--- config.mk ---
export PLATFORM = sky130hd
export DESIGN_NAME = teq_cell
export DESIGN_NICKNAME = d
export VERILOG_FILES = /design/src/rtl/core/teq_pkg.sv /design/src/rtl/core/teq_cell.sv
export SDC_FILE = /design/constraint.sdc
export NUM_CORES = 1
export LEC_CHECK = 0
export ABC_AREA = 1
export BUFFER_PORTS_ARGS = -buffer_cell sky130_fd_sc_hd__buf_4
export CELL_PAD_IN_SITES_DETAIL_PLACEMENT = 1
export CELL_PAD_IN_SITES_GLOBAL_PLACEMENT = 2
export CORE_MARGIN = 2
export CORE_UTILIZATION = 28
export CTS_BUF_LIST = sky130_fd_sc_hd__clkbuf_2 sky130_fd_sc_hd__clkbuf_4 sky130_fd_sc_hd__clkbuf_8
export CTS_CLUSTER_SIZE = 30
export DETAILED_ROUTE_END_ITERATION = 8
export GPL_TIMING_DRIVEN = 0
export PLACE_DENSITY = 0.81
export SLEW_MARGIN = 20
export SYNTH_ARGS = -nofsm -noshare
export SYNTH_HDL_FRONTEND = slang
export SYNTH_SLANG_ARGS = --single-unit
--- constraint.sdc ---
create_clock -name i_clk -period 15 [get_ports i_clk]
set_clock_uncertainty 0.05 [all_clocks]
set_input_delay 3 -clock i_clk [delete_from_list [all_inputs] [get_ports i_clk]]
set_output_delay 3 -clock i_clk [all_outputs]
set_load 0.05 [all_outputs]
--- src/rtl/core/teq_pkg.sv ---
// Package for the timed event queue: sizes, opcodes, status codes and the
// request, result, probe and update types. Depends on nothing.
package teq_pkg;

    localparam int QUEUE_DEPTH   = 64;
    localparam int TRIGGER_DEPTH = 16;
    localparam int ID_BITS       = 10;

    localparam int TIME_W   = 64;
    localparam int ORD_W    = 16;
    localparam int TRF_W    = 32;
    localparam int HANDLE_W = 6;
    localparam int IDX_W    = (QUEUE_DEPTH > 1) ? $clog2(QUEUE_DEPTH) : 1;
    localparam int CMP_W    = (IDX_W > HANDLE_W) ? IDX_W : HANDLE_W;
    localparam int TC_W     = $clog2(TRIGGER_DEPTH + 1);
    localparam int TI_W     = (TRIGGER_DEPTH > 1) ? $clog2(TRIGGER_DEPTH) : 1;

    localparam logic [3:0] OP_SCHED     = 4'd0;
    localparam logic [3:0] OP_SCHED_H   = 4'd1;
    localparam logic [3:0] OP_PUSH_TRIG = 4'd2;
    localparam logic [3:0] OP_NEXT      = 4'd3;
    localparam logic [3:0] OP_CANCEL    = 4'd4;
    localparam logic [3:0] OP_CANCEL_AT = 4'd5;
    localparam logic [3:0] OP_CANCEL_H  = 4'd6;
    localparam logic [3:0] OP_RESCHED   = 4'd7;
    localparam logic [3:0] OP_QUERY     = 4'd8;

    localparam logic [2:0] ST_OK       = 3'd0;
    localparam logic [2:0] ST_EMPTY    = 3'd1;
    localparam logic [2:0] ST_DROP     = 3'd2;
    localparam logic [2:0] ST_NOTFOUND = 3'd3;
    localparam logic [2:0] ST_FULL     = 3'd4;
    localparam logic [2:0] ST_PAST     = 3'd5;

    localparam logic [1:0] K_NONE  = 2'd0;
    localparam logic [1:0] K_TRIG  = 2'd1;
    localparam logic [1:0] K_EVENT = 2'd2;

    typedef struct packed {
        logic [3:0]          opcode;
        logic [TIME_W-1:0]   event_time;
        logic [ID_BITS-1:0]  source_id;
        logic                is_traffic;
        logic [HANDLE_W-1:0] handle_in;
    } t_in_req;

    typedef struct packed {
        logic [2:0]          status;
        logic [1:0]          kind;
        logic [ID_BITS-1:0]  out_id;
        logic [TIME_W-1:0]   out_time;
        logic [HANDLE_W-1:0] handle_out;
        logic                present;
    } t_out_res;

    // match key broadcast to every cell while a probe runs
    typedef struct packed {
        logic               any_src;
        logic               by_handle;
        logic               use_time;
        logic [ID_BITS-1:0] src;
        logic [TIME_W-1:0]  time_val;
        logic [CMP_W-1:0]   handle;
        logic [ORD_W-1:0]   counter;
    } t_key;

    // probe token handed from cell to cell
    typedef struct packed {
        logic               active;
        logic               found;
        logic [IDX_W-1:0]   idx;
        logic [TIME_W-1:0]  time_val;
        logic [ID_BITS-1:0] src;
        logic               traffic;
        logic [ORD_W-1:0]   age;
        logic               free_found;
        logic [IDX_W-1:0]   free_idx;
    } t_probe;

    // slot update broadcast to every cell
    typedef struct packed {
        logic               clr_en;
        logic [IDX_W-1:0]   clr_idx;
        logic               ins_en;
        logic [IDX_W-1:0]   ins_idx;
        logic [TIME_W-1:0]  ins_time;
        logic [ID_BITS-1:0] ins_src;
        logic               ins_traffic;
        logic [ORD_W-1:0]   ins_order;
    } t_upd;

endpackage

--- src/rtl/core/teq_cell.sv ---
// One queue slot of the timed event queue and its stage of the probe chain.
// Depends on teq_pkg.
module teq_cell (
    input  logic                   i_clk,
    input  logic                   i_rst_n,
    input  logic [teq_pkg::IDX_W-1:0] i_idx,
    input  teq_pkg::t_key          i_key,
    input  teq_pkg::t_upd          i_upd,
    input  teq_pkg::t_probe        i_probe,
    output teq_pkg::t_probe        o_probe
);
    import teq_pkg::*;

    logic               r_valid;
    logic [TIME_W-1:0]  r_time;
    logic [ID_BITS-1:0] r_src;
    logic               r_traffic;
    logic [ORD_W-1:0]   r_order;
    t_probe             r_probe;
    t_probe             n_probe;
    logic [ORD_W-1:0]   w_age;
    logic               w_match;
    logic               w_better;

    always_ff @(posedge i_clk) begin
        if (!i_rst_n) begin
            r_valid <= 1'b0;
        end else if (i_upd.ins_en && i_upd.ins_idx == i_idx) begin
            r_valid <= 1'b1;
        end else if (i_upd.clr_en && i_upd.clr_idx == i_idx) begin
            r_valid <= 1'b0;
        end
    end

    always_ff @(posedge i_clk) begin
        if (i_upd.ins_en && i_upd.ins_idx == i_idx) begin
            r_time    <= i_upd.ins_time;
            r_src     <= i_upd.ins_src;
            r_traffic <= i_upd.ins_traffic;
            r_order   <= i_upd.ins_order;
        end
    end

    always_comb begin
        w_age = i_key.counter - r_order;
        if (i_key.by_handle) begin
            w_match = r_valid && (CMP_W'(i_idx) == i_key.handle) && (r_src == i_key.src);
        end else begin
            w_match = r_valid && (i_key.any_src || r_src == i_key.src)
                      && (!i_key.use_time || r_time == i_key.time_val);
        end
        w_better = !i_probe.found || (r_time < i_probe.time_val)
                   || (r_time == i_probe.time_val && w_age > i_probe.age);
        n_probe = i_probe;
        if (i_probe.active && w_match && w_better) begin
            n_probe.found    = 1'b1;
            n_probe.idx      = i_idx;
            n_probe.time_val = r_time;
            n_probe.src      = r_src;
            n_probe.traffic  = r_traffic;
            n_probe.age      = w_age;
        end
        if (!r_valid && !i_probe.free_found) begin
            n_probe.free_found = 1'b1;
            n_probe.free_idx   = i_idx;
        end
    end

    always_ff @(posedge i_clk) begin
        if (!i_rst_n) begin
            r_probe <= '0;
        end else begin
            r_probe <= n_probe;
        end
    end

    assign o_probe = r_probe;

endmodule

; Word-level counts from Yosys, hierarchy flattened
; Cells that the tools add are included.
[word_totals]
reg_bits = 198
wordCells = 47
in_bits = 318
[classes]
n_lt_le_gt_ge = 2
n_addsub = 1
n_eq_ne = 6
reduce_logical = 19
mux = 5
[op_table]
columns = operator, n
row1 = == test 64 bit, 2
row2 = two-way mux 98 bit, 1
row3 = < comparator 64 bit, 1
row4 = == test 6 bit, 3
row5 = greater-than comparator 16 bit, 1
row6 = subtractor 16 bit, 1
row7 = == test 10 bit, 1
row8 = logical AND 1 bit, 10
row9 = two-way mux 7 bit, 1
row10 = zero test 1 bit, 4
row11 = logical OR 1 bit, 4
row12 = two-way mux 1 bit, 3
row13 = nonzero test 2 bit, 1

; Logic depth before layout (Yosys ltp)
[depth]
word_depth = 8
ltp_mapped = 27

; Worst setup path after synthesis
; Ideal clock, no wire load.
[synth_path]
path_type = input to register
start = input port i_idx[3] in the netlist's numbering
end = register r_order[0], enable pin
arrival_ps = 12055
path_slack_ps = 2128
path_stages = 5
cell_sequence = inv_1 > o21ai_0 > nor2_1 > o211ai_1 > nor4_1
[synth_via]
elab_chain_len = 2
[synth_lines]
columns = element, line
row1 = "start, declared", teq_cell.sv:6  ; input logic [teq_pkg::IDX_W-1:0] i_idx,
row2 = == test 6 bit, teq_cell.sv:36  ; if (i_upd.ins_en && i_upd.ins_idx == i_idx) begin
row3 = logical AND 1 bit, teq_cell.sv:36
row4 = "end signal, assigned", teq_cell.sv:40  ; r_order <= i_upd.ins_order;
row5 = "end, declared", teq_cell.sv:18  ; logic [ORD_W-1:0] r_order;
; No other way between the ends.
; A chain may end at the register's enable or synchronous reset.

; Worst setup path after layout
[layout_path]
start = input port i_key[0] in the netlist's numbering
end = register r_probe (netlist bit o_probe[25])
[layout_via]
elab_chain_len = 6
[layout_lines]
columns = element, line
row1 = "start, declared", teq_cell.sv:7  ; input teq_pkg::t_key i_key,
row2 = subtractor 16 bit, teq_cell.sv:45  ; w_age = i_key.counter - r_order;
row3 = greater-than comparator 16 bit, teq_cell.sv:53  ; || (r_time == i_probe.time_val && w_age > i_probe.age);
row4 = logical AND 1 bit, teq_cell.sv:53
row5 = logical OR 1 bit, teq_cell.sv:53
row6 = logical AND 1 bit, teq_cell.sv:55  ; if (i_probe.active && w_match && w_better) begin
row7 = two-way mux 98 bit, teq_cell.sv:55
row8 = "end signal, assigned", teq_cell.sv:73  ; r_probe <= n_probe;
row9 = "end, declared", teq_cell.sv:19  ; t_probe r_probe;
; No other way between the ends.

==> results.cfg <==
[route]
wl_met1_um = 20220
num_vias = 11460
post-route-drc-count = 0
via_per_inst = 4.548
drtPass1Iterations = 4
wl_um = 47720
wl_per_cell_um = 18.94
dr_wl_met3_um = 2974
met2WireLength_um = 23700
highest_layer = met5
ant_nets = 0
drt_iter0_drc = 424

[synth]
synth-adder-area-share = 0.1041
synth_compound_area_frac = 0.09303
syn-cell-area_mm2 = 0.01161
yosys-top-cells-area = edfxtp_1 (24%), dfxtp_1 (18%), nand2_1 (10%)
synth_mux_area_frac = 0
synth_edf_count = 91
yosys.area_share.simple = 0.2243
synth_seq_area_share = 0.4200
yosysUniqueCellTypes = 35
syn-num-nets = 1926
synth_flop_cell = dfxtp_1
ys_ff_latch = 198
synth_most_common_cell = nand2_1
synth_cells = 1512
yosysTopAreaCell = edfxtp_1
synthArstFlopShare = 0
synth_top_family_by_area = simple AND/OR/NAND/NOR gates
syn_avg_cell_area_um2 = 7.677
synthXorXnorAreaFrac = 0.04678
synth_commonest_cells = nand2_1 (323), inv_1 (234), nor2_1 (192)
synth_top_cell_area_share = 0.2354
yosys_warnings = 0

[timing]
finalCritPeriodShare = 0.4199
final-hold-violation-count = 0
slew_violations = 0
max_clock_freq_ghz = 0.1588
worst_pin_slew_ns = 0.7869
fin_tns_setup_ns = 0
setup_viol = 0
grt_setup_unrepaired = false
min_period_ns = 6.298
maxSlewHeadroom = 0.4754

[worst_setup_path]
critPathCaptureType = flop
cp-start-kind = primary input
worstPathMaxFanout = 10
r2r_slack_ns = 10.94
path_class = in2reg
worstPathArrival_ns = 6.75
crit_required_ns = 15.45

[final_layout]
area_delta_synth_final_pct = 37.26
fill_cells = 5123
utilization = 0.3902
layout-drive-gt1-share = 0.2661
fin_nets = 2385

[die]
die_height_um = 207.6
floorplan.rows = 74
start_util = 0.2843
fp.dieW_um = 207.6
core-area_mm2 = 0.04083
ios = 424
die-area_mm2 = 0.04310

[global_route]
grt_pass1_vias = 12480
antenna_found_initial = 5
grt_use_total = 0.2240
grt_overflow = 0
grt_max_degree = 17
grt_pass1_wl_um = 72570

[min_path]
hp-class = reg2reg

[clock_tree]
htreeDepth = 4
cts_tree = done
cts-root-buf = clkbuf_8
path_clk_slew_ns = 0.11
insertion_delay_ns = 0.57
ctsHoldBuffers = 0
cts.sinks = 198
cts_resized = 0
cts_buffer_depth = 2
post_cts_buffers = 0
cts_buffers = 17

[power]
finalPower_mw = 1.251
leakagePower_nw = 8.274
pwr_density_cell_mw_per_mm2 = 78.52
vdd_drop_max_mv = 0.06637

[place]
finalWeightedCongestion = 0.8567
io_buffers = 422
dp_hpwl_um = 39630

[run]
cap_violations = 0

[run_status]
status = complete, no violations
where the power goes:
part / leakage (nW) / total (mW) / internal, mW / switching, mW
clock: 0.193 / 0.359 / 0.148 / 0.211
combinational: 6.37 / 0.301 / 0.125 / 0.175
sequential: 1.71 / 0.592 / 0.583 / 0.00852
total: 8.27 / 1.25 / 0.856 / 0.395
state kept, by name, indices dropped and copies added (netlist names):
| signal | flops |
|---|---|
| o_probe | 106 |
| r_time | 64 |
| r_valid | 1 |
| r_order | 16 |
| r_traffic | 1 |
| r_src | 10 |
cell usage in the layout (no fill, tap or decap), types with 4 or more instances in the layout:
| cell | count |
|---|---|
| buf_4 | 438 |
| nand2_1 | 323 |
| inv_1 | 234 |
| nor2_1 | 192 |
| a21oi_1 | 157 |
| nand3_1 | 115 |
| dfxtp_1 | 107 |
| ha_1 | 95 |
| edfxtp_1 | 91 |
| xor2_1 | 59 |
| buf_2 | 28 |
| o21ai_0 | 25 |
| clkbuf_8 | 17 |
| inv_2 | 16 |
| buf_6 | 12 |
| buf_1 | 12 |
| o22ai_1 | 6 |
| nor3_1 | 6 |
| o21a_1 | 5 |
| clkbuf_1 | 5 |
| diode_2 | 4 |
| nand4_1 | 4 |
| clkinv_2 | 4 |
layout make-up:
| type | instances | area, µm² | share of cell area |
|---|---|---|---|
| antenna | 4 | 10.01 | 0.0006282 |
| buffer | 55 | 359.1 | 0.02254 |
| multi-input combinational | 1009 | 5441 | 0.3415 |
| clock buffer | 18 | 241.5 | 0.01516 |
| timing repair buffer | 440 | 3268 | 0.2051 |
| clock inverter | 14 | 133.9 | 0.008403 |
| sequential | 198 | 4875 | 0.3060 |
| inverter | 250 | 938.4 | 0.05890 |
| tap | 532 | 665.6 | 0.04178 |
kinds of logic (layout without fill, tap and decap cells):
kind of cell / after synthesis / in the layout
AOI/OAI and AO/OA: 205 / 205
xor gates and xnor gates: 62 / 62
adders and majority gates: 96 / 96
buffers and inverters: 305 / 777
DFF: 198 / 198
other: 0 / 4
and+or+nand+nor: 646 / 646
stage by stage:
step / area [µm²] / cells / worst slack (ns) / hold slack, ns
after floorplan: 11610 / 1512 / 2.128 / 0.3982
after global placement: 15440 / 2466 / -5.006 / 0.4268
after global routing: 15930 / 2519 / 8.340 / 0.4971
final: 15930 / 2520 / 8.702 / 0.4541
after CTS: 15920 / 2516 / 8.673 / 0.4715
after detailed placement: 15550 / 2484 / 8.038 / 0.4544
metal layers:
layer	vias up	GRT usage
met5	-	0
met4	2	0.06897
met3	43	0.06082
met2	288	0.3969
met1	5409	0.2624
li1	5720	-
path summary, 6_finish.rpt:
check           endpoint       start  cells after the start
max          o_probe[25]    i_key[0]                     26
max reg2reg  o_probe[25]  r_order[0]                     24
min reg2reg   o_probe[6]     r_valid                      1
min           o_probe[6]     r_valid                      1
critical path, stage by stage:
cell and delay [ns]:
buf_4 0.11, inv_1 0.05, ha_1 0.13, inv_1 0.06, fa_1 0.40, nand3_1 0.09, nand3_1 0.13, a21boi_0 0.37
o21ai_0 0.20, nand2_1 0.11, nand3_1 0.07, nand2_1 0.10, inv_1 0.04, ha_1 0.26, nand2_1 0.06, nor3_1 0.33
nand3_1 0.12, nand2_1 0.09, nor2_1 0.05, nor2_1 0.18, nand2_2 0.14, buf_6 0.20, buf_6 0.17, nand3_1 0.07
nand2_1 0.08, nor2_1 0.14
Note: power is estimated with default switching activity, not from simulation.
