<file path="config.mk">
export PLATFORM = sky130hd
export DESIGN_NAME = teq_ctrl_flat
export DESIGN_NICKNAME = d
export VERILOG_FILES = /design/src/rtl/core/teq_pkg.sv /design/src/rtl/core/teq_if.sv /design/src/rtl/core/teq_ctrl.sv /design/src/flat_wrapper.sv
export SDC_FILE = /design/constraint.sdc
export NUM_CORES = 1
export LEC_CHECK = 0
export ABC_AREA = 1
export ABC_CLOCK_PERIOD_IN_PS = 4950
export BUFFER_PORTS_ARGS = -buffer_cell sky130_fd_sc_hd__clkbuf_2
export CAP_MARGIN = 10
export CORE_UTILIZATION = 35
export CTS_CLUSTER_SIZE = 24
export DETAILED_ROUTE_END_ITERATION = 6
export GPL_TIMING_DRIVEN = 0
export PLACE_DENSITY = 0.69
export SLEW_MARGIN = 20
export SYNTH_ARGS = -nofsm -noshare
export SYNTH_HDL_FRONTEND = slang
export SYNTH_SLANG_ARGS = --single-unit
</file>
<file path="constraint.sdc">
create_clock -name i_clk -period 4.95 [get_ports i_clk]
set_clock_uncertainty 0.1 [all_clocks]
set_input_delay 0.495 -clock i_clk [delete_from_list [all_inputs] [get_ports i_clk]]
set_output_delay 0.495 -clock i_clk [all_outputs]
set_load 0.03 [all_outputs]
</file>
<file path="src/rtl/core/teq_pkg.sv">
// Package for the timed event queue: sizes, opcodes, status codes and the
// request, result, probe and update types. Depends on nothing.
package teq_pkg;

    localparam int QUEUE_DEPTH   = 64;
    localparam int TRIGGER_DEPTH = 16;
    localparam int ID_BITS       = 10;

    localparam int TIME_W   = 64;
    localparam int ORD_W    = 16;
    localparam int TRF_W    = 32;
    localparam int HANDLE_W = 6;
    localparam int IDX_W    = (QUEUE_DEPTH > 1) ? $clog2(QUEUE_DEPTH) : 1;
    localparam int CMP_W    = (IDX_W > HANDLE_W) ? IDX_W : HANDLE_W;
    localparam int TC_W     = $clog2(TRIGGER_DEPTH + 1);
    localparam int TI_W     = (TRIGGER_DEPTH > 1) ? $clog2(TRIGGER_DEPTH) : 1;

    localparam logic [3:0] OP_SCHED     = 4'd0;
    localparam logic [3:0] OP_SCHED_H   = 4'd1;
    localparam logic [3:0] OP_PUSH_TRIG = 4'd2;
    localparam logic [3:0] OP_NEXT      = 4'd3;
    localparam logic [3:0] OP_CANCEL    = 4'd4;
    localparam logic [3:0] OP_CANCEL_AT = 4'd5;
    localparam logic [3:0] OP_CANCEL_H  = 4'd6;
    localparam logic [3:0] OP_RESCHED   = 4'd7;
    localparam logic [3:0] OP_QUERY     = 4'd8;

    localparam logic [2:0] ST_OK       = 3'd0;
    localparam logic [2:0] ST_EMPTY    = 3'd1;
    localparam logic [2:0] ST_DROP     = 3'd2;
    localparam logic [2:0] ST_NOTFOUND = 3'd3;
    localparam logic [2:0] ST_FULL     = 3'd4;
    localparam logic [2:0] ST_PAST     = 3'd5;

    localparam logic [1:0] K_NONE  = 2'd0;
    localparam logic [1:0] K_TRIG  = 2'd1;
    localparam logic [1:0] K_EVENT = 2'd2;

    typedef struct packed {
        logic [3:0]          opcode;
        logic [TIME_W-1:0]   event_time;
        logic [ID_BITS-1:0]  source_id;
        logic                is_traffic;
        logic [HANDLE_W-1:0] handle_in;
    } t_in_req;

    typedef struct packed {
        logic [2:0]          status;
        logic [1:0]          kind;
        logic [ID_BITS-1:0]  out_id;
        logic [TIME_W-1:0]   out_time;
        logic [HANDLE_W-1:0] handle_out;
        logic                present;
    } t_out_res;

    // match key broadcast to every cell while a probe runs
    typedef struct packed {
        logic               any_src;
        logic               by_handle;
        logic               use_time;
        logic [ID_BITS-1:0] src;
        logic [TIME_W-1:0]  time_val;
        logic [CMP_W-1:0]   handle;
        logic [ORD_W-1:0]   counter;
    } t_key;

    // probe token handed from cell to cell
    typedef struct packed {
        logic               active;
        logic               found;
        logic [IDX_W-1:0]   idx;
        logic [TIME_W-1:0]  time_val;
        logic [ID_BITS-1:0] src;
        logic               traffic;
        logic [ORD_W-1:0]   age;
        logic               free_found;
        logic [IDX_W-1:0]   free_idx;
    } t_probe;

    // slot update broadcast to every cell
    typedef struct packed {
        logic               clr_en;
        logic [IDX_W-1:0]   clr_idx;
        logic               ins_en;
        logic [IDX_W-1:0]   ins_idx;
        logic [TIME_W-1:0]  ins_time;
        logic [ID_BITS-1:0] ins_src;
        logic               ins_traffic;
        logic [ORD_W-1:0]   ins_order;
    } t_upd;

endpackage

</file>
<file path="src/rtl/core/teq_if.sv">
// Request and result channel interfaces of the timed event queue.
// Depends on teq_pkg.
interface teq_in_if;
    logic             valid;
    logic             ready;
    teq_pkg::t_in_req data;
    modport source (output valid, output data, input ready);
    modport sink   (input valid, input data, output ready);
endinterface

interface teq_out_if;
    logic              valid;
    logic              ready;
    teq_pkg::t_out_res data;
    modport source (output valid, output data, input ready);
    modport sink   (input valid, input data, output ready);
endinterface

</file>
<file path="src/rtl/core/teq_ctrl.sv">
// Sequencer of the timed event queue: takes requests, launches probes into
// the cell chain, applies slot updates and holds now, counters and triggers.
// Depends on teq_pkg and teq_if.
module teq_ctrl (
    input  logic                       i_clk,
    input  logic                       i_rst_n,
    input  logic                       i_cfg_we,
    input  logic [teq_pkg::TIME_W-1:0] i_cfg_wdata,
    teq_in_if.sink                     i_req,
    teq_out_if.source                  o_res,
    output teq_pkg::t_key              o_key,
    output teq_pkg::t_probe            o_probe,
    input  teq_pkg::t_probe            i_end,
    output teq_pkg::t_upd              o_upd
);
    import teq_pkg::*;

    localparam logic [1:0] S_IDLE = 2'd0;
    localparam logic [1:0] S_SCAN = 2'd1;
    localparam logic [1:0] S_DONE = 2'd2;

    logic [1:0]         r_state;
    logic [TIME_W-1:0]  r_end;
    logic [TIME_W-1:0]  r_now;
    logic [TRF_W-1:0]   r_tcnt;
    logic [ORD_W-1:0]   r_ord;
    logic [TC_W-1:0]    r_tcount;
    logic [ID_BITS-1:0] r_stack [TRIGGER_DEPTH];
    logic               r_launch;
    t_in_req            r_req;
    logic               r_past;
    logic               r_drop;
    logic               r_hok;
    t_out_res           r_res;
    logic               r_ov;
    t_out_res           r_out;

    logic               w_accept;
    logic               w_fin;
    logic [TC_W-1:0]    w_top;
    t_upd               w_upd;
    t_out_res           w_res;
    t_out_res           w_early;
    logic [TIME_W-1:0]  n_now;
    logic [TRF_W-1:0]   n_tcnt;
    logic [ORD_W-1:0]   n_ord;
    logic               w_ins_try;
    logic               w_ins_h;
    logic               w_free_ok;
    logic [IDX_W-1:0]   w_free_idx;
    logic [CMP_W-1:0]   w_hx;

    assign i_req.ready = (r_state == S_IDLE);
    assign w_accept    = i_req.valid && i_req.ready;
    assign w_fin       = (r_state == S_SCAN) && i_end.active;
    assign w_top       = r_tcount - TC_W'(1);
    assign o_res.valid = r_ov;
    assign o_res.data  = r_out;

    always_comb begin
        o_key           = '0;
        o_key.src       = r_req.source_id;
        o_key.time_val  = r_req.event_time;
        o_key.handle    = CMP_W'(r_req.handle_in);
        o_key.counter   = r_ord;
        case (r_req.opcode)
            OP_NEXT:      o_key.any_src = 1'b1;
            OP_CANCEL_AT: o_key.use_time = 1'b1;
            OP_CANCEL_H:  o_key.by_handle = 1'b1;
            OP_QUERY: begin
                o_key.any_src  = 1'b1;
                o_key.use_time = 1'b1;
            end
            default:      o_key.any_src = 1'b0;
        endcase
        o_probe        = '0;
        o_probe.active = r_launch;
    end

    // result of requests that skip the probe: trigger push and pop, unknown opcodes
    always_comb begin
        w_early = '0;
        if (i_req.data.opcode == OP_PUSH_TRIG && r_tcount >= TC_W'(TRIGGER_DEPTH)) begin
            w_early.status = ST_FULL;
        end
        if (i_req.data.opcode == OP_NEXT && r_tcount != '0) begin
            w_early.kind     = K_TRIG;
            w_early.out_id   = r_stack[w_top[TI_W-1:0]];
            w_early.out_time = r_now;
        end
    end

    // close out a probe: pick the action and the result
    always_comb begin
        w_upd       = '0;
        w_res       = '0;
        n_now       = r_now;
        n_tcnt      = r_tcnt;
        n_ord       = r_ord;
        w_ins_try   = 1'b0;
        w_ins_h     = 1'b0;
        w_free_ok   = i_end.free_found;
        w_free_idx  = i_end.free_idx;
        case (r_req.opcode)
            OP_SCHED, OP_SCHED_H: begin
                w_ins_try = 1'b1;
                w_ins_h   = (r_req.opcode == OP_SCHED_H);
            end
            OP_NEXT: begin
                if (i_end.found) begin
                    w_upd.clr_en   = 1'b1;
                    w_upd.clr_idx  = i_end.idx;
                    if (i_end.traffic) begin
                        n_tcnt = r_tcnt - TRF_W'(1);
                    end
                    n_now          = i_end.time_val;
                    w_res.kind     = K_EVENT;
                    w_res.out_id   = i_end.src;
                    w_res.out_time = i_end.time_val;
                end else begin
                    w_res.status = ST_EMPTY;
                end
            end
            OP_CANCEL, OP_CANCEL_AT, OP_CANCEL_H: begin
                if (i_end.found) begin
                    w_upd.clr_en  = 1'b1;
                    w_upd.clr_idx = i_end.idx;
                    if (r_req.is_traffic) begin
                        n_tcnt = r_tcnt - TRF_W'(1);
                    end
                end else begin
                    w_res.status = ST_NOTFOUND;
                end
            end
            OP_RESCHED: begin
                if (i_end.found) begin
                    w_upd.clr_en  = 1'b1;
                    w_upd.clr_idx = i_end.idx;
                    if (r_req.is_traffic) begin
                        n_tcnt = r_tcnt - TRF_W'(1);
                    end
                    // the freed slot may now be the lowest free one
                    if (!i_end.free_found || i_end.idx < i_end.free_idx) begin
                        w_free_ok  = 1'b1;
                        w_free_idx = i_end.idx;
                    end
                end
                w_ins_try = 1'b1;
            end
            OP_QUERY: w_res.present = i_end.found;
            default:  w_res.status = ST_OK;
        endcase
        w_hx = CMP_W'(w_free_idx);
        if (w_ins_try) begin
            if (r_past) begin
                w_res.status = ST_PAST;
            end else if (r_drop || (w_ins_h && !r_hok)) begin
                w_res.status = ST_DROP;
            end else if (!w_free_ok) begin
                w_res.status = ST_FULL;
            end else begin
                w_upd.ins_en      = 1'b1;
                w_upd.ins_idx     = w_free_idx;
                w_upd.ins_time    = r_req.event_time;
                w_upd.ins_src     = r_req.source_id;
                w_upd.ins_traffic = r_req.is_traffic;
                w_upd.ins_order   = r_ord;
                n_ord             = r_ord + ORD_W'(1);
                if (w_ins_h && r_req.is_traffic) begin
                    n_tcnt = r_tcnt + TRF_W'(1);
                end
                w_res.handle_out = w_hx[HANDLE_W-1:0];
            end
        end
    end

    assign o_upd = w_fin ? w_upd : '0;

    always_ff @(posedge i_clk) begin
        if (!i_rst_n) begin
            r_state  <= S_IDLE;
            r_end    <= '0;
            r_now    <= '0;
            r_tcnt   <= '0;
            r_ord    <= '0;
            r_tcount <= '0;
            r_launch <= 1'b0;
            r_ov     <= 1'b0;
        end else begin
            if (i_cfg_we) begin
                r_end <= i_cfg_wdata;
            end
            r_launch <= 1'b0;
            case (r_state)
                S_IDLE: begin
                    if (w_accept) begin
                        case (i_req.data.opcode)
                            OP_PUSH_TRIG: r_state <= S_DONE;
                            OP_NEXT: begin
                                if (r_tcount != '0) begin
                                    r_tcount <= w_top;
                                    r_state  <= S_DONE;
                                end else begin
                                    r_launch <= 1'b1;
                                    r_state  <= S_SCAN;
                                end
                            end
                            OP_SCHED, OP_SCHED_H, OP_CANCEL, OP_CANCEL_AT,
                            OP_CANCEL_H, OP_RESCHED, OP_QUERY: begin
                                r_launch <= 1'b1;
                                r_state  <= S_SCAN;
                            end
                            default: r_state <= S_DONE;
                        endcase
                        if (i_req.data.opcode == OP_PUSH_TRIG
                            && r_tcount < TC_W'(TRIGGER_DEPTH)) begin
                            r_tcount <= r_tcount + TC_W'(1);
                        end
                    end
                end
                S_SCAN: begin
                    if (w_fin) begin
                        r_now   <= n_now;
                        r_tcnt  <= n_tcnt;
                        r_ord   <= n_ord;
                        r_state <= S_DONE;
                    end
                end
                S_DONE: begin
                    if (!r_ov || o_res.ready) begin
                        r_state <= S_IDLE;
                    end
                end
                default: r_state <= S_IDLE;
            endcase
            if (r_state == S_DONE && (!r_ov || o_res.ready)) begin
                r_ov <= 1'b1;
            end else if (o_res.ready) begin
                r_ov <= 1'b0;
            end
        end
    end

    // payload: request copy, early checks, trigger stack, result
    always_ff @(posedge i_clk) begin
        if (w_accept) begin
            r_req  <= i_req.data;
            r_past <= i_req.data.event_time < r_now;
            r_drop <= (r_end != '0) && (i_req.data.event_time >= r_end);
            r_hok  <= i_req.data.is_traffic || (r_tcnt != '0 && !r_tcnt[TRF_W-1])
                      || (r_now == '0);
            r_res  <= w_early;
            if (i_req.data.opcode == OP_PUSH_TRIG && r_tcount < TC_W'(TRIGGER_DEPTH)) begin
                r_stack[r_tcount[TI_W-1:0]] <= i_req.data.source_id;
            end
        end else if (w_fin) begin
            r_res <= w_res;
        end
        if (r_state == S_DONE && (!r_ov || o_res.ready)) begin
            r_out <= r_res;
        end
    end

endmodule

</file>
<file path="src/flat_wrapper.sv">
// flat-port wrapper written by rule: the top's interface ports become plain ports
module teq_ctrl_flat import teq_pkg::*;
  (i_clk, i_rst_n, i_cfg_we, i_cfg_wdata, o_key, o_probe, i_end, o_upd, i_req_valid, i_req_data, i_req_ready, o_res_valid, o_res_data, o_res_ready);
  teq_in_if i_req_i ();
  teq_out_if o_res_i ();
  input  logic i_clk;
  input  logic i_rst_n;
  input  logic i_cfg_we;
  input  logic [teq_pkg::TIME_W-1:0] i_cfg_wdata;
  output teq_pkg::t_key o_key;
  output teq_pkg::t_probe o_probe;
  input  teq_pkg::t_probe i_end;
  output teq_pkg::t_upd o_upd;
  input wire logic [$bits(i_req_i.valid)-1:0] i_req_valid;
  input wire logic [$bits(i_req_i.data)-1:0] i_req_data;
  output wire logic [$bits(i_req_i.ready)-1:0] i_req_ready;
  output wire logic [$bits(o_res_i.valid)-1:0] o_res_valid;
  output wire logic [$bits(o_res_i.data)-1:0] o_res_data;
  input wire logic [$bits(o_res_i.ready)-1:0] o_res_ready;
  assign i_req_i.valid = i_req_valid;
  assign i_req_i.data = i_req_data;
  assign i_req_ready = i_req_i.ready;
  assign o_res_valid = o_res_i.valid;
  assign o_res_data = o_res_i.data;
  assign o_res_i.ready = o_res_ready;
  teq_ctrl u_core (.i_clk(i_clk), .i_rst_n(i_rst_n), .i_cfg_we(i_cfg_we), .i_cfg_wdata(i_cfg_wdata), .i_req(i_req_i), .o_res(o_res_i), .o_key(o_key), .o_probe(o_probe), .i_end(i_end), .o_upd(o_upd));
endmodule
</file>
Yosys cells after proc, flatten, opt, wreduce, memory -nomap -nowiden
Memories as Yosys holds them, arrays and structs flattened.
Index checks and enable logic that the tools add are counted.
Storage, ports and cells
  flip-flop bits (word level): 445
  latch bits: 0
  RAM bits: 160
  ROM bits: 0
  input port bits: 260
  logic and storage cells: 167
  memories kept: 1
Memories
  u_core.r_stack: words 16, bits a word 10, read ports 1, clocked after memory_dff 0, wr ports 1, RTL line teq_ctrl.sv:28  | logic [ID_BITS-1:0] r_stack [TRIGGER_DEPTH];
Operators by class
  $add $sub $neg: 5
  $mul: 0
  divide/modulo/power cells: 0
  magnitude comparators: 5
  equal/unequal tests: 20
  shifts and indexed selects: 0
  mux-type cells: 62
  bitwise logic cells: 2
  reduce and logical (&&, ||, !) cells: 44
Operators by type and width (count)
  $mux 98: 4
  $mux 32: 9
  $mux 86: 2
  $mux 76: 2
  $mux 105: 1
  $mux 75: 1
  $ge 64x64->1: 1
  $logic_not 64->1: 1
  $lt 64x64->1: 1
  $pmux 32 s2: 1
  $reduce_bool 64->1: 1
  $mux 6: 7
  $add 32x1->32 const B: 1
  $eq 4x3->1 const B: 8
  $reduce_bool 32->1: 1
  $sub 32x1->32 const B: 1
  $add 16x1->16 const B: 1
  $mux 1: 16
  $mux 3: 5
  $mux 5: 3
  $mux 7: 2
  $eq 4x2->1 const B: 3
  $logic_and 1x1->1: 10
  $mux 2: 5
  other kinds (30): 51

Longest topological paths before layout
Gate-level depths: netlist of run 1.
  depth in word-level cells: 11
  mapped depth: 15

Worst setup path after synthesis of run 1
No wires, ideal clock.
  kind: register -> register
  from: register u_core.r_state[1]
  to: register u_core.r_out, in the netlist u_core.o_res.data[0], enable pin
  arrival time: 4.126 ns
  data required time: 4.317 ns
  path slack: 0.191 ns
  cell stages (with the launch flop): 5
  period minus slack after synthesis: 4.759 ns
  path through: dfxtp_1 > inv_2 > nor2_1 > inv_1 > nor2_1
Between the ends
  longest elaborated chain between the ends: 2
RTL lines
  start: declaration: RTL line teq_ctrl.sv:22  | logic [1:0] r_state;
  start signal: assignment: RTL line teq_ctrl.sv:181  | r_state <= S_IDLE;
  start signal: assignment: RTL line teq_ctrl.sv:198  | OP_PUSH_TRIG: r_state <= S_DONE;
  start signal: assignment: RTL line teq_ctrl.sv:202  | r_state <= S_DONE;
  $eq 2x2->1: RTL line teq_ctrl.sv:259  | if (r_state == S_DONE && (!r_ov || o_res.ready)) begin
  $logic_and 1x1->1: RTL line teq_ctrl.sv:259
  end signal: assignment: RTL line teq_ctrl.sv:260  | r_out <= r_res;
  end: declaration: RTL line teq_ctrl.sv:36  | t_out_res r_out;
No other way between the ends.
A chain may end at the register's enable or synchronous reset.

Worst setup path in the final report of run 1
  from: register u_core.r_tcount[0]
  to: register u_core.r_res[52] in the netlist's numbering, data pin
Between the ends
  longest elaborated chain between the ends: 4
RTL lines
  start: declaration: RTL line teq_ctrl.sv:27  | logic [TC_W-1:0] r_tcount;
  start signal: assignment: RTL line teq_ctrl.sv:201  | r_tcount <= w_top;
  start signal: assignment: RTL line teq_ctrl.sv:217  | r_tcount <= r_tcount + TC_W'(1);
  $reduce_bool 5->1: RTL line teq_ctrl.sv:86  | if (i_req.data.opcode == OP_NEXT && r_tcount != '0) begin
  $logic_and 1x1->1: RTL line teq_ctrl.sv:86
  $mux 75: RTL line teq_ctrl.sv:86
  $mux 86: RTL line teq_ctrl.sv:246  | if (w_accept) begin
  end signal: assignment: RTL line teq_ctrl.sv:252  | r_res <= w_early;
  end signal: assignment: RTL line teq_ctrl.sv:257  | r_res <= w_res;
  end: declaration: RTL line teq_ctrl.sv:34  | t_out_res r_res;
No other way between the ends.

==> results of run 1 <==
path summary, 6_finish.rpt:
path | slack [ns] | end | start
min | 0.03 | u_core.o_key[56] | i_req_data[51]
min reg2reg | 0.31 | u_core.o_res.data[67] | u_core.r_res[67]
max | 0.76 | u_core.r_res[52] | u_core.r_tcount[0]
max reg2reg | 0.76 | u_core.r_res[52] | u_core.r_tcount[0]
area by class of cell:
| class | instances | area share [%] |
|---|---|---|
| clock inverters | 33 | 1.05 |
| plain buffers | 317 | 5.39 |
| diodes | 3 | 0.0203 |
| clock buffers | 93 | 5.11 |
| inverters | 359 | 3.66 |
| flip-flops and latches | 605 | 43.9 |
| multi-input cells | 2000 | 28.3 |
| well taps | 1134 | 3.84 |
| repair buffers | 580 | 8.69 |
kinds of logic after synthesis:
family          count (synthesis)  share of synthesized area [%]
fa+ha+maj                     139                           5.87
other cells                     1                         0.0127
xor+xnor                       19                          0.561
compound gates                621                           11.5
buf+inv                       676                           11.3
flops                         605                           54.8
simple gates                 1116                           16.0
power groups by stage:
| stage | logic, W | clock network [W] | registers, W |
|---|---|---|---|
| after floorplan | 0.000909 | 0 | 0.00599 |
| after global placement | 0.00158 | 0 | 0.00592 |
| after detailed placement | 0.00164 | 0 | 0.00588 |
| after CTS | 0.00168 | 0.00525 | 0.00578 |
| after global routing | 0.00181 | 0.00545 | 0.00580 |
| final | 0.00168 | 0.00516 | 0.00578 |
worst register-to-register path, cell delays in order, from the launching register on:
cell                       delay, ns
sky130_fd_sc_hd__dfxtp_1        0.37
sky130_fd_sc_hd__inv_2          0.19
sky130_fd_sc_hd__clkbuf_1       0.49
sky130_fd_sc_hd__ha_1           0.30
sky130_fd_sc_hd__nand2_1        0.19
sky130_fd_sc_hd__nor2_1         0.49
sky130_fd_sc_hd__inv_1          0.15
sky130_fd_sc_hd__nand3_1        0.14
sky130_fd_sc_hd__clkbuf_1       0.72
sky130_fd_sc_hd__clkbuf_1       0.57
sky130_fd_sc_hd__o21ai_0        0.19
through the flow:
step / hold WS (ns) / std cells
2_1_floorplan: 0.300 / 3281
3_3_place_gp: 0.300 / 4951
3_5_place_dp: 0.305 / 4958
4_1_cts: 0.0000341 / 5120
5_1_grt: 0.00664 / 5124
6_report: 0.0265 / 5124
flip-flops by register name, indices dropped and copies added (netlist names), 2 cells and up:
register           count
u_core.r_now          64
u_core.r_stack       160
u_core.r_tcnt         32
u_core.r_req           5
u_core.r_res          86
u_core.o_key          80
u_core.r_end          64
u_core.r_ord          16
u_core.r_state         2
u_core.o_res.data     86
u_core.r_tcount        5
routing by layer:
metal  vias to the layer above  part of all wire, %  GRT usage [%]
li1                      12000                    -              -
met3                       231                  8.5           4.67
met2                      1178                   46           37.8
met5                         -                0.013              0
met4                         2                  4.1           9.62
met1                     11900                   41           30.6
cell usage in the layout (no fill, tap or decap), types with 124 or more instances in the layout:
cell type	synthesis	layout
sky130_fd_sc_hd__ha_1	139	139
sky130_fd_sc_hd__a21oi_1	327	327
sky130_fd_sc_hd__nor2_1	268	267
sky130_fd_sc_hd__o21ai_0	201	201
sky130_fd_sc_hd__buf_4	189	189
sky130_fd_sc_hd__nand2_1	581	580
sky130_fd_sc_hd__dfxtp_1	192	192
sky130_fd_sc_hd__nand3_1	124	124
sky130_fd_sc_hd__inv_1	348	347
sky130_fd_sc_hd__clkbuf_2	3	541
sky130_fd_sc_hd__edfxtp_1	413	413
==> out/summary.log, run 1 <==
[setup_path] critical path cell sequence inv_2, clkbuf_1, ha_1, nand2_1, nor2_1, inv_1, nand3_1, clkbuf_1, clkbuf_1, o21ai_0
[worst_hold_path] type of the worst min-delay path input pin to register
[synthesis] combined area of all synthesized cells 29600 µm²
[placement] area post-placement 34300 µm²
[timing] highest clock frequency the design can meet 239 MHz
[setup_path] number of cell instances on the worst register-to-register path 10
[clock_tree] Num Clock Sinks 605
[pwr] Comb power frac 13.3%
[cells_and_area] utilization after layout 44.2%
[floorplan] # IOs 658
[pwr] power density cells 341 nW/µm²
[timing] Final Max Tran Viols 0
[synthesis] Post-synth top cells sky130_fd_sc_hd__nand2_1 (581), sky130_fd_sc_hd__edfxtp_1 (413), sky130_fd_sc_hd__inv_1 (348), sky130_fd_sc_hd__a21oi_1 (327), sky130_fd_sc_hd__nor2_1 (268)
[placement] hpwl dp 79400 µm
[floorplan] die area 85900 µm²
[synthesis] Yosys warning count 0
[synthesis] average instance area after synthesis 9.33 µm²
[synthesis] most frequent cell after synthesis sky130_fd_sc_hd__nand2_1
[clock_tree] CTS tree yes
[synthesis] synthesized netlist cell count 3177
[synthesis] number of flip-flops and latches in the synthesized netlist 605
[synthesis] share of synthesized flip-flops with an asynchronous set or reset 0%
[floorplan] DIE WIDTH 293 µm
[detailed_routing] number of DRC markers after the initial detailed-route iteration 2378
[pwr] Net Sw Power 0.00343 W
[setup_path] cell class contributing the biggest share of worst-path delay buffers and inverters
[pwr] Static Leakage 16.0 nW
[setup_path] cell type of the slowest stage on the worst timing path sky130_fd_sc_hd__clkbuf_1
[pwr] internal power 0.00919 W
[floorplan] chip height 293 µm
[synthesis] EDFF count, synth 413
[setup_path] count of cell instances traversed by the critical path 10
[clock_tree] clk buf depth 3
[clock_tree] post-CTS setup buffers 0
[cells_and_area] filler cell count in the final layout 8023
[timing] setup repair after global routing missed its margin false
[worst_hold_path] hold depth 1
[clock_tree] Clk Latency, worst-skew pair 0.62 ns
[synthesis] number of distinct library cell variants in the gate-level netlist after synthesis 54
[grt] number of antenna violations at the first check in global routing 10
[grt] first-pass GRT wire length 149000 µm
[setup_path] category of the critical setup timing path register to register
[grt] via count of the first global-routing pass 23400
[detailed_routing] number of routed nets with antenna violations 0
[status] status completed
[clock_tree] clock slew at the register clock pins of the worst setup and hold paths 0.06 ns
[run] max-cap violations 0
[cells_and_area] cell area after layout 37000 µm²
[detailed_routing] detail-routed net length per standard cell 20.3 µm
[clock_tree] total number of H-tree levels 3
[cells_and_area] layout-stage area growth over the synthesis result 24.7%
[grt] Global Route Usage Sum 23.4%
[pwr] overall power 0.0126 W
[setup_path] data required time at the worst endpoint 5.16 ns
[clock_tree] total of cells resized after clock tree synthesis 0
[placement] worst-case setup slack after placement 0.606 ns
[placement] number of buffer cells added on primary ports 536
[setup_path] endpoint kind of the worst setup timing path register
[timing] relative max-transition margin 26.1%
[floorplan] core area 83700 µm²
[synthesis] share of the synthesized area in the top cell type 41.8%
[detailed_routing] detailed-route DRC error count 0
[synthesis] Synth Flop Type sky130_fd_sc_hd__edfxtp_1
[timing] transition time of the tightest slew-check pin 1.11 ns
[timing] sum of negative setup slack 0 ns
[synthesis] register area share after synthesis 54.8%
[setup_path] Critical Path Fanout Max 11
[detailed_routing] via count of the routed design 25400
[floorplan] starting density of the core 35.4%
[timing] Final period util 84.7%
[cells_and_area] FF/Latch Area 16200 µm²
[setup_path] arrival time at the worst endpoint 4.40 ns
[setup_path] Buf+Inv Stages, Crit Path 5
[grt] final global-route overflow total 0
[synthesis] dominant cell type by area after synthesis sky130_fd_sc_hd__edfxtp_1
[setup_path] CP Launch Type register
[detailed_routing] routed vias/inst 4.95
[clock_tree] number of buffers inserted during clock tree synthesis 68
[floorplan] Row Count 106
[detailed_routing] drt total wl 104000 µm
[pwr] switching share of power 27.2%
[cells_and_area] number of nets in the final layout 4330
[pwr] clock share of power 40.9%
[clock_tree] Clock Root Buffer sky130_fd_sc_hd__clkbuf_16
[grt] pin count of the biggest net entering global routing 51
[pwr] share of power burned in registers 45.8%
[cells_and_area] area of the multi-input gates 10500 µm²
[timing] final critical-path setup slack 0.760 ns
[detailed_routing] number of optimization iterations in the first detailed-route pass 6
[placement] GP Congestion 0.940
[timing] total setup violations reported at the end of the flow 0
[clock_tree] CTS hold repair buffers 36
[setup_path] library cell appearing most often on the critical path sky130_fd_sc_hd__clkbuf_1
[pwr] worst supply voltage drop on vdd 0.000195 V
[setup_path] largest stage delay on the critical path 0.72 ns
[timing] Min Clock Period, post-route 4.19 ns
[timing] hold violation total from the final report 0
[synthesis] cell types with the largest area share after synthesis sky130_fd_sc_hd__edfxtp_1 (42%), sky130_fd_sc_hd__dfxtp_1 (13%), sky130_fd_sc_hd__nand2_1 (7.4%)
[cells_and_area] layout cell share with drive strength beyond 1 23.0%
Power figures use the tool's default switching activity.
==> run 2: changes to the inputs <==
--- a/config.mk
+++ b/config.mk
@@ -6,7 +6,7 @@
 export NUM_CORES = 1
 export LEC_CHECK = 0
 export ABC_AREA = 1
-export ABC_CLOCK_PERIOD_IN_PS = 4950
+export ABC_CLOCK_PERIOD_IN_PS = 3610
 export BUFFER_PORTS_ARGS = -buffer_cell sky130_fd_sc_hd__clkbuf_2
 export CAP_MARGIN = 10
 export CORE_UTILIZATION = 35
==> constraint.sdc (replaced) <==
create_clock -name i_clk -period 3.61 [get_ports i_clk]
set_clock_uncertainty 0.1 [all_clocks]
set_input_delay 0.361 -clock i_clk [delete_from_list [all_inputs] [get_ports i_clk]]
set_output_delay 0.361 -clock i_clk [all_outputs]
set_load 0.03 [all_outputs]
==> run 2 against run 1 <==
Against the previous run:
- first-iteration DRC count is 3.5% lower
- register-to-register slack got worse by 0.58 ns
- sequential power rose by 37%
- clock-buffer cell count shrank 7
- setup slack worse by 0.61 ns
- critical path type is now input pin to register
- critical endpoint is now u_core.r_stack[9][6]
- largest cell class unchanged
- highest routed layer unchanged
==> out/summary.log, run 2 (synthesis gave the netlist of run 1 again) <==
[detailed_routing] detailed-route DRC error count 0 [unchanged]
[grt] via count of the first global-routing pass 24800 [was 23400]
[grt] final global-route overflow total 0 [unchanged]
[timing] sum of negative setup slack 0 ns [unchanged]
[setup_path] category of the critical setup timing path input pin to register [was register to register]
[clock_tree] CTS tree yes [unchanged]
[cells_and_area] filler cell count in the final layout 7794 [was 8023]
[placement] hpwl dp 80200 µm [was 79400 µm]
[grt] busiest layer in global routing met2 [unchanged]
[setup_path] endpoint kind of the worst setup timing path register [unchanged]
[grt] pin count of the biggest net entering global routing 33 [was 51]
[placement] number of buffer cells added on primary ports 536 [unchanged]
[pwr] worst supply voltage drop on vdd 0.000410 V [was 0.000195 V]
[cells_and_area] area of the multi-input gates 10500 µm² [about the same]
[setup_path] cell class contributing the biggest share of worst-path delay simple AND/OR/NAND/NOR gates [was buffers and inverters]
[worst_hold_path] type of the worst min-delay path input pin to register [unchanged]
[setup_path] arrival time at the worst endpoint 3.61 ns [was 4.40 ns]
[timing] hold violation total from the final report 0 [unchanged]
[grt] first-pass GRT wire length 154000 µm [was 149000 µm]
[cells_and_area] leading cell type in the layout, fill and taps excluded sky130_fd_sc_hd__nand2_1 [unchanged]
[floorplan] Row Count 106 [unchanged]
[timing] total setup violations reported at the end of the flow 0 [unchanged]
[cells_and_area] layout cell share with drive strength beyond 1 22.4% [was 23.0%]
[timing] highest clock frequency the design can meet 289 MHz
[cells_and_area] utilization after layout 46.4% [was 44.2%]
[detailed_routing] via count of the routed design 26200 [was 25400]
[pwr] Net Sw Power 0.00488 W [was 0.00343 W]
[cells_and_area] FF/Latch Area 16200 µm² [unchanged]
[clock_tree] clock slew at the register clock pins of the worst setup and hold paths 0.06 ns [about the same]
[pwr] Comb power frac 14.1% [was 13.3%]
[setup_path] cell type of the slowest stage on the worst timing path sky130_fd_sc_hd__nor2_1 [was sky130_fd_sc_hd__clkbuf_1]
[status] status completed [unchanged]
[setup_path] data required time at the worst endpoint 3.76 ns [was 5.16 ns]
[pwr] Static Leakage 16.7 nW [was 16.0 nW]
[grt] grt met2 use 40.0% [was 37.8%]
[pwr] internal power 0.0127 W [was 0.00919 W]
[detailed_routing] number of routed nets with antenna violations 0 [unchanged]
[pwr] power density cells 454 nW/µm² [was 341 nW/µm²]
[detailed_routing] routed vias/inst 4.95 [about the same]
[clock_tree] total number of H-tree levels 3 [unchanged]
[timing] relative max-transition margin 24.0% [was 26.1%]
[cells_and_area] layout-stage area growth over the synthesis result 31.0% [was 24.7%]
[setup_path] critical path cell sequence dlygate4sd3_1, clkbuf_2, nor2_1, inv_1, nor3_1, inv_1, nor2_1, nand2_1, inv_1, nand2_1, nor2_1 [was inv_2, clkbuf_1, ha_1, nand2_1, nor2_1, inv_1, nand3_1, clkbuf_1, clkbuf_1, o21ai_0]
[run] max-cap violations 0 [unchanged]
[clock_tree] clk buf depth 3 [unchanged]
[timing] final worst hold slack 0.0130 ns [was 0.0265 ns]
[cells_and_area] cell area after layout 38800 µm² [was 37000 µm²]
[setup_path] CP Launch Type input pin [was register]
[clock_tree] number of buffers inserted during clock tree synthesis 70 [was 68]
[clock_tree] Clock Root Buffer sky130_fd_sc_hd__clkbuf_16 [unchanged]
[timing] Final period util 95.8%
[setup_path] Critical Path Fanout Max 10 [was 11]
[grt] Global Route Usage Sum 24.1% [was 23.4%]
[floorplan] DIE WIDTH 293 µm [unchanged]
[detailed_routing] detail-routed net length per standard cell 20.2 µm [was 20.3 µm]
[pwr] share of power burned in registers 45.0% [was 45.8%]
[floorplan] # IOs 658 [unchanged]
[detailed_routing] number of DRC markers after the initial detailed-route iteration 2294 [was 2378]
[floorplan] chip height 293 µm [unchanged]
[setup_path] Buf+Inv Stages, Crit Path 5 [unchanged]
[detailed_routing] number of optimization iterations in the first detailed-route pass 6 [unchanged]
[cells_and_area] Cell Count, Final, Fillers Out 5297 [was 5124]
[placement] total instance count after detailed placement 4961 [was 4958]
[timing] transition time of the tightest slew-check pin 1.14 ns [was 1.11 ns]
[clock_tree] Clk Latency, worst-skew pair 0.64 ns [was 0.62 ns]
[cells_and_area] most frequent cells in the layout sky130_fd_sc_hd__nand2_1 (580), sky130_fd_sc_hd__clkbuf_2 (544), sky130_fd_sc_hd__edfxtp_1 (413), sky130_fd_sc_hd__inv_1 (347), sky130_fd_sc_hd__a21oi_1 (327) [was sky130_fd_sc_hd__nand2_1 (580), sky130_fd_sc_hd__clkbuf_2 (541), sky130_fd_sc_hd__edfxtp_1 (413), sky130_fd_sc_hd__inv_1 (347), sky130_fd_sc_hd__a21oi_1 (327)]
[placement] GP Congestion 0.956 [was 0.940]
[floorplan] die area 85900 µm² [unchanged]
[pwr] switching share of power 27.7% [was 27.2%]
[clock_tree] post-CTS setup buffers 0 [unchanged]
[grt] GRT met3 Usage 4.05% [was 4.67%]
[timing] Min Clock Period, post-route 3.46 ns
[setup_path] largest stage delay on the critical path 0.86 ns [was 0.72 ns]
[timing] Final Max Tran Viols 0 [unchanged]
[timing] setup repair after global routing missed its margin false [unchanged]
[grt] number of antenna violations at the first check in global routing 11 [was 10]
[placement] area post-placement 34400 µm² [was 34300 µm²]
[cells_and_area] number of nets in the final layout 4503 [was 4330]
[floorplan] core area 83700 µm² [unchanged]
[grt] GRT met1 Usage 31.1% [was 30.6%]
[cells_and_area] Largest register FFs 160 [unchanged]
[pwr] clock share of power 40.9% [about the same]
[detailed_routing] drt total wl 107000 µm [was 104000 µm]
[clock_tree] Num Clock Sinks 605 [unchanged]
[floorplan] starting density of the core 35.4% [unchanged]
-- run 2: cell types whose count changed in the layout (fill, tap and decap cells not counted), sizes merged --
cell         delta
dlygate4sd3   +170
clkinvlp        +4
buf             +1
bufinv          -1
clkinv          +8
inv             -2
clkbuf          -7
-- run 2: path summary, 6_finish.rpt --
path / slack, ns / startpoint / depth (start not counted) / end
worst max-delay path: 0.15 / i_req_data[84] / 11 / u_core.r_stack[9][6]
worst min-delay path: 0.01 / i_req_data[18] / 1 / u_core.o_key[23]
worst max register to register: 0.18 / u_core.r_tcount[0] / 9 / u_core.r_res[31]
worst min register to register: 0.31 / u_core.r_res[31] / 0 / u_core.o_res.data[31]
-- run 2: layout make-up --
| type | count | area share, % |
|---|---|---|
| Clock buffer | 86 | 4.88 |
| Buffer | 316 | 5.18 |
| Antenna cell | 3 | 0.0193 |
| Inverter | 359 | 3.48 |
| Multi-Input combinational cell | 2000 | 27.0 |
| Clock inverter | 42 | 1.19 |
| Tap cell | 1134 | 3.65 |
| Sequential cell | 605 | 41.8 |
| Timing Repair Buffer | 752 | 12.8 |
-- run 2: power by group through the flow --
stage	combinational, W	clock (W)	sequential, W
floorplan	0.00125	0	0.00820
global placement	0.00217	0	0.00810
detailed placement	0.00228	0	0.00807
CTS	0.00247	0.00731	0.00792
global route	0.00268	0.00756	0.00795
finish	0.00249	0.00720	0.00793
-- run 2: what timing repair did --
item,in CTS,in global routing
hold buffers,206,0
setup endpoints to repair,122,13
hold endpoints to repair,255,0
resized for setup,6,4
-- run 2: through the flow --
| stage | setup WS, ns | power [W] |
|---|---|---|
| after detailed placement | -0.520 | 0.0103 |
| after global routing | 0.0116 | 0.0182 |
| final | 0.151 | 0.0176 |
| after global placement | -2.17 | 0.0103 |
| after floorplan | 0.0849 | 0.00945 |
| after CTS | 0.0183 | 0.0177 |
-- run 2: routing by layer --
layer	part of all wire [%]	wire length, µm
met5	0.051	55
met4	4.2	4460
met3	7.3	7840
met2	47	50200
met1	42	44500
